==> src/design/range_min_segment_tree_unit_defines.svh <==
// Assertion macros shared by the range-minimum segment tree RTL.
// Plain text macros only; no other file is needed.
`ifndef RANGE_MIN_SEGMENT_TREE_UNIT_DEFINES_SVH
`define RANGE_MIN_SEGMENT_TREE_UNIT_DEFINES_SVH
`ifndef ASSERT_OFF
// Same-cycle implication, disabled while reset is held.
`define ASSERT_IMPLY(lbl, clk, rst_n, ante, cons, msg) \
  lbl: assert property (@(posedge clk) disable iff (!rst_n) (ante) |-> (cons)) \
    else $error(msg);
// Next-cycle implication, disabled while reset is held.
`define ASSERT_NEXT(lbl, clk, rst_n, ante, cons, msg) \
  lbl: assert property (@(posedge clk) disable iff (!rst_n) (ante) |=> (cons)) \
    else $error(msg);
`else
`define ASSERT_IMPLY(lbl, clk, rst_n, ante, cons, msg)
`define ASSERT_NEXT(lbl, clk, rst_n, ante, cons, msg)
`endif
`endif

==> src/design/rmst_pkg.sv <==
// Package for the range-minimum segment tree: field widths, request codes,
// sentinel and the controller/datapath command and status structs. No dependencies.
package rmst_pkg;

  localparam int unsigned VAL_W      = 61;
  localparam int unsigned POS_W      = 10;
  localparam int unsigned END_W      = 11;
  localparam int unsigned LEAVES_DEF = 1024;

  localparam logic [VAL_W-1:0] SENTINEL = VAL_W'(1) << 60;

  localparam logic REQ_WRITE = 1'b0;
  localparam logic REQ_QUERY = 1'b1;

  // controller -> datapath
  typedef struct packed {
    logic load;      // latch accepted request
    logic clr_step;  // write one sentinel entry of the clearing pass
    logic wr_leaf;   // write leaf, fetch its sibling
    logic rd_sib;    // fetch sibling of current node
    logic wr_up;     // write parent = min(node, sibling), climb
    logic q_lo;      // query: left boundary step
    logic q_hi;      // query: right boundary step, shift both bounds
    logic q_fin;     // query: load result register
  } dp_cmd_t;

  // datapath -> controller
  typedef struct packed {
    logic is_query;
    logic wr_oob;
    logic clr_last;
    logic at_root;
    logic lo_lt_hi;
  } dp_sts_t;

endpackage

==> src/design/rmst_ctrl.sv <==
// Controller of the range-minimum segment tree: clearing pass, write climb
// and query walk sequencing, result handshake. Uses rmst_pkg.
`include "range_min_segment_tree_unit_defines.svh"
module rmst_ctrl (
  input  logic              clk,
  input  logic              rst_n,
  input  logic              in_valid,
  output logic              in_stall,
  output logic              out_valid,
  input  logic              out_stall,
  input  rmst_pkg::dp_sts_t sts,
  output rmst_pkg::dp_cmd_t cmd
);

  import rmst_pkg::*;

  typedef enum logic [7:0] {
    S_CLR    = 8'b0000_0001,
    S_IDLE   = 8'b0000_0010,
    S_W_LEAF = 8'b0000_0100,
    S_W_RD   = 8'b0000_1000,
    S_W_UP   = 8'b0001_0000,
    S_Q_LO   = 8'b0010_0000,
    S_Q_HI   = 8'b0100_0000,
    S_Q_FIN  = 8'b1000_0000
  } state_t;

  state_t state_r, state_nxt;
  logic   out_valid_r, out_valid_nxt;
  logic   accept, slot_busy;

  assign in_stall  = (state_r != S_IDLE);
  assign accept    = in_valid && (state_r == S_IDLE);
  assign slot_busy = out_valid_r && out_stall;

  always_comb begin
    state_nxt = state_r;
    cmd       = '0;
    unique case (state_r)
      S_CLR: begin
        cmd.clr_step = 1'b1;
        if (sts.clr_last) begin
          state_nxt = S_IDLE;
        end
      end
      S_IDLE: begin
        if (accept) begin
          cmd.load = 1'b1;
          if (sts.is_query) begin
            state_nxt = S_Q_LO;
          end else if (!sts.wr_oob) begin
            state_nxt = S_W_LEAF;
          end
        end
      end
      S_W_LEAF: begin
        cmd.wr_leaf = 1'b1;
        state_nxt   = S_W_UP;
      end
      S_W_RD: begin
        cmd.rd_sib = 1'b1;
        state_nxt  = S_W_UP;
      end
      S_W_UP: begin
        cmd.wr_up = 1'b1;
        state_nxt = sts.at_root ? S_IDLE : S_W_RD;
      end
      S_Q_LO: begin
        cmd.q_lo  = 1'b1;
        state_nxt = sts.lo_lt_hi ? S_Q_HI : S_Q_FIN;
      end
      S_Q_HI: begin
        cmd.q_hi  = 1'b1;
        state_nxt = S_Q_LO;
      end
      S_Q_FIN: begin
        if (!slot_busy) begin
          cmd.q_fin = 1'b1;
          state_nxt = S_IDLE;
        end
      end
      default: begin
        state_nxt = S_IDLE;
      end
    endcase
  end

  always_comb begin
    out_valid_nxt = out_valid_r;
    if (cmd.q_fin) begin
      out_valid_nxt = 1'b1;
    end else if (out_valid_r && !out_stall) begin
      out_valid_nxt = 1'b0;
    end
  end

  always_ff @(posedge clk) begin
    if (!rst_n) begin
      state_r     <= S_CLR;
      out_valid_r <= 1'b0;
    end else begin
      state_r     <= state_nxt;
      out_valid_r <= out_valid_nxt;
    end
  end

  assign out_valid = out_valid_r;

  `ASSERT_NEXT(a_clr_exits_idle, clk, rst_n, state_r == S_CLR, state_r == S_CLR || state_r == S_IDLE, "clear pass left early")
  `ASSERT_NEXT(a_write_no_query, clk, rst_n, accept && !sts.is_query, state_r == S_IDLE || state_r == S_W_LEAF, "write entered query walk")
  `ASSERT_NEXT(a_result_held, clk, rst_n, state_r == S_Q_FIN && slot_busy, state_r == S_Q_FIN && out_valid_r, "result dropped under stall")
  `ASSERT_IMPLY(a_fin_only_free, clk, rst_n, cmd.q_fin, !slot_busy, "result register overwritten")

endmodule
==> config.mk <==
export PLATFORM = sky130hd
export DESIGN_NAME = rmst_ctrl
export DESIGN_NICKNAME = d
export VERILOG_FILES = /design/src/design/rmst_pkg.sv /design/src/design/rmst_ctrl.sv
export VERILOG_INCLUDE_DIRS = /design/src /design/src/design
export SDC_FILE = /design/constraint.sdc
export NUM_CORES = 1
export LEC_CHECK = 0
export BUFFER_PORTS_ARGS = -buffer_cell sky130_fd_sc_hd__buf_2
export CAP_MARGIN = 20
export CORE_AREA = 2 2 39 41
export CTS_CLUSTER_SIZE = 10
export DETAILED_ROUTE_END_ITERATION = 6
export DIE_AREA = 0 0 41 43
export PLACE_DENSITY = 0.69
export SKIP_LAST_GASP = 1
export SLEW_MARGIN = 20
export SYNTH_ARGS = -nofsm -noshare
export SYNTH_HDL_FRONTEND = slang
export SYNTH_SLANG_ARGS = --single-unit
==> constraint.sdc <==
create_clock -name clk -period 3.3 [get_ports clk]
set_input_delay 0.165 -clock clk [delete_from_list [all_inputs] [get_ports clk]]
set_output_delay 0.165 -clock clk [all_outputs]
set_load 0.005 [all_outputs]
==> summary.md <==
| Metric | Value |
|---|---|
| Skew-Pair Late Insertion Delay | `260 ps` |
| NetSw | `~67 µW` |
| Area growth, synth to finish | `21.75%` |
| Initial Utilization | `40.33%` |
| Num CTS Buffers | `3` |
| WHS Endpoint | `state_r[3]` |
| Pwr Total | `between 200 and 250 µW` |
| Fin area | `679.4 µm²` |
| Core area | `0.001384 mm²` |
| TritonRoute pass-1 iters | `4` |
| Number of global-route vias before repair | `466` |
| Crit Path Category | `flop to output pin` |
| Crit-path max cell delay | `500 ps` |
| Clock sink count | `9` |
| Main area contributors after synthesis | `dfxtp_1 32%, nor3_1 6.3%, o41ai_4 4.9%, nand2b_1 3.4%, nor2_1 3.4%` |
| Max Fclk | `0.5227 GHz` |
| GRT Total Usage | `17.00%` |
| R2R cell count | `4` |
| Switching fraction of total power | `a little over a quarter` |
| Pwr/cell area | `362.5 mW/mm²` |
| #FFs+latches synth | `9` |
| Lkg Pwr | `0.0002983 µW` |
| Reg2reg end | `state_r[5]` |
| Max-Cap Viols | `0` |
| Sequential fraction of the synthesis area | `32.29%` |
| Clock Path Buffers | `2` |
| Final Skew | `approximately 2.2 ps` |
| DP HPWL | `about 1.0 mm` |
| Max-slew violations | `0` |
| Rows | `14` |
| Unrepaired setup endpoints after global routing | `no` |
| Setup TNS | `0 ps` |
| Commonest non-fill, non-tap cells in the layout | `18 x buf_2, 9 x dfxtp_1, 7 x nor3_1` |
| Synth Warn # | `0` |
| DR iter-0 viols | `17` |
| H-Tree Depth | `1` |
| Crit path capture type | `output pin` |
| Leading cell type in the layout, fill and taps excluded | `buf_2` |
| Wirelength per Cell | `13.12 µm` |
| WHS Path Cells | `2` |
| Clock power frac | `35.2%` |
| Slew HR | `72.90%` |
| Worst vdd ir | `0.0001993 V` |
| Layout cells sized above 1 | `34.94%` |
| Status | `finished clean` |
| CP Cell Sequence | `or3_2 -> or3_1 -> a21oi_1 -> buf_2` |
| Register-to-register setup slack | `1580 ps` |
| Met3 Usage GRT | `roughly 1.6%` |
| Sequential Power Share | `48.0%` |
| Placed cells | `95` |
| Final setup viols | `0` |
| Distinct cell type count after synthesis | `33` |
| DIE AREA | `0.001763 mm²` |
| Post-cts sizing count | `0` |
| Cell area after synthesis | `around 560 µm²` |
| Antenna violations before repair | `0` |
| Synthesized area per cell | `between 8 and 9 µm²` |
| Worst path required time | `3130 ps` |
| Top Usage Layer GRT | `met2` |
| DRT antenna net count | `0` |
| Placement Cell Area | `653.1 µm²` |
| Final hold violations | `0` |
| Final cell count without fillers | `99` |
| Fin nets | `93` |
| Largest net degree at the start of global routing | `9` |
| Top Ports | `19` |
| GPL Wtd Cong | `0.8047` |
| Final period utilization | `about 58%` |
| Worst-margin pin slew | `between 400 and 500 ps` |
| Syn Inst Count | `63` |
| Post-Route WL | `between 1 and 1.5 mm` |
| Via count | `537` |
| CP startpoint kind | `flop` |
| Die X-Extent | `between 40 and 50 µm` |
| Hold Buf Count CTS | `0` |
| Clock Tree Root | `clkbuf_4` |
| Drt drc | `0` |
| First-pass GRT wire length | `2.076 mm` |
| Crit Path Max Fanout | `7` |
| Reg-to-reg startpoint | `state_r[4]` |
| Vias per std cell | `5.424` |
| Setup Buffers After CTS | `0` |
| Int Power | `around 180 µW` |
| M2 GR Usage | `26.88%` |
| Grt total ovfl | `0` |
| Die Ht | `43 µm` |
| I/O Buffers | `18` |
| Gate power share | `16.7%` |
| CTS clock-pin slew for the worst setup and hold paths | `70 ps` |
| CP max stage cell | `or3_2` |
| CTS tree | `yes` |
| Share of the synthesized area in the top cell type | `32.29%` |
| Hold crit path type | `input port to flop` |
| Met1 Use GR | `22.98%` |
| CP Data Arrival Time | `approximately 1800 ps` |
| Antenna diodes | `0` |
| Buf/Inv on CP | `1` |
| Syn nets | `72` |
| WP depth | `4` |
| Crit path time final | `between 1500 and 2000 ps` |
| Largest delay share family, worst path | `simple AND/OR/NAND/NOR gates` |
| Hold path start | `sts[1]` |
| Post-synth top area cell | `dfxtp_1` |
worst max-delay path by stage:
stage | start | end
floorplan | state_r[4] | cmd[0]
global placement | state_r[4] | state_r[5]
detailed placement | state_r[4] | state_r[5]
CTS | state_r[4] | cmd[0]
global route | state_r[6] | cmd[0]
finish | state_r[4] | cmd[0]
power by group through the flow:
stage	registers, µW	clock network (µW)	logic, µW
final	118	86.8	41.2
after global placement	120	0	40.3
after global routing	119	93.0	45.6
after detailed placement	121	0	41.1
after CTS	118	86.9	41.2
after floorplan	116	0	31.6
through the flow:
| step | hold WS (ps) | worst slack, ps | util (%) |
|---|---|---|---|
| final | 82.03 | 1387 | 49.10 |
| after global routing | 87.43 | 1323 | 49.10 |
| after CTS | 79.65 | 1384 | 49.10 |
| after detailed placement | 352.0 | 1595 | 47.20 |
| after global placement | 351.5 | 1638 | 47.20 |
| after floorplan | 236.3 | 1731 | - |
cells in the mapped netlist:
cell / instances
xor2_1: 1
or4b_4: 1
nor4_2: 1
nor3b_1: 2
dfxtp_1: 9
a21boi_0: 1
nor2b_1: 3
a2111o_1: 1
nand2b_1: 3
nand2_1: 4
nand3_1: 1
a21oi_1: 2
o21ba_1: 1
or2_2: 1
nor2_1: 5
o41ai_1: 1
nor4b_1: 1
o2111ai_1: 1
or3_2: 1
inv_1: 2
o21a_1: 1
nor4_1: 1
and2_1: 1
or3b_4: 1
and2b_2: 1
a31oi_1: 1
o41ai_4: 1
nor3_1: 7
a2111oi_0: 1
or3_1: 2
a221oi_1: 1
or3_4: 1
buf_4: 2
kinds of logic after synthesis:
group,share of synthesized area (%)
flops,32.29
buf+inv,4.036
xor+xnor,1.570
compound gates,20.63
simple gates,41.48
sequential cells by signal, indices dropped and copies added (netlist names):
signal	cells
out_valid	1
state_r	8
routing by layer:
| layer | vias up | share of wire (%) |
|---|---|---|
| li1 | 276 | - |
| met1 | 246 | 44 |
| met2 | 15 | 52 |
| met3 | 0 | 3.7 |
| met4 | 0 | 0 |
| met5 | - | 0 |
area by class of cell:
class	instances	area, µm²
well taps	16	20.02
fillers	131	704.4
flip-flops and latches	9	180.2
repair buffers	18	90.09
inverters	2	7.507
multi-input cells	50	355.3
clock buffers	4	26.28
Note: power is estimated with default switching activity, not from simulation.
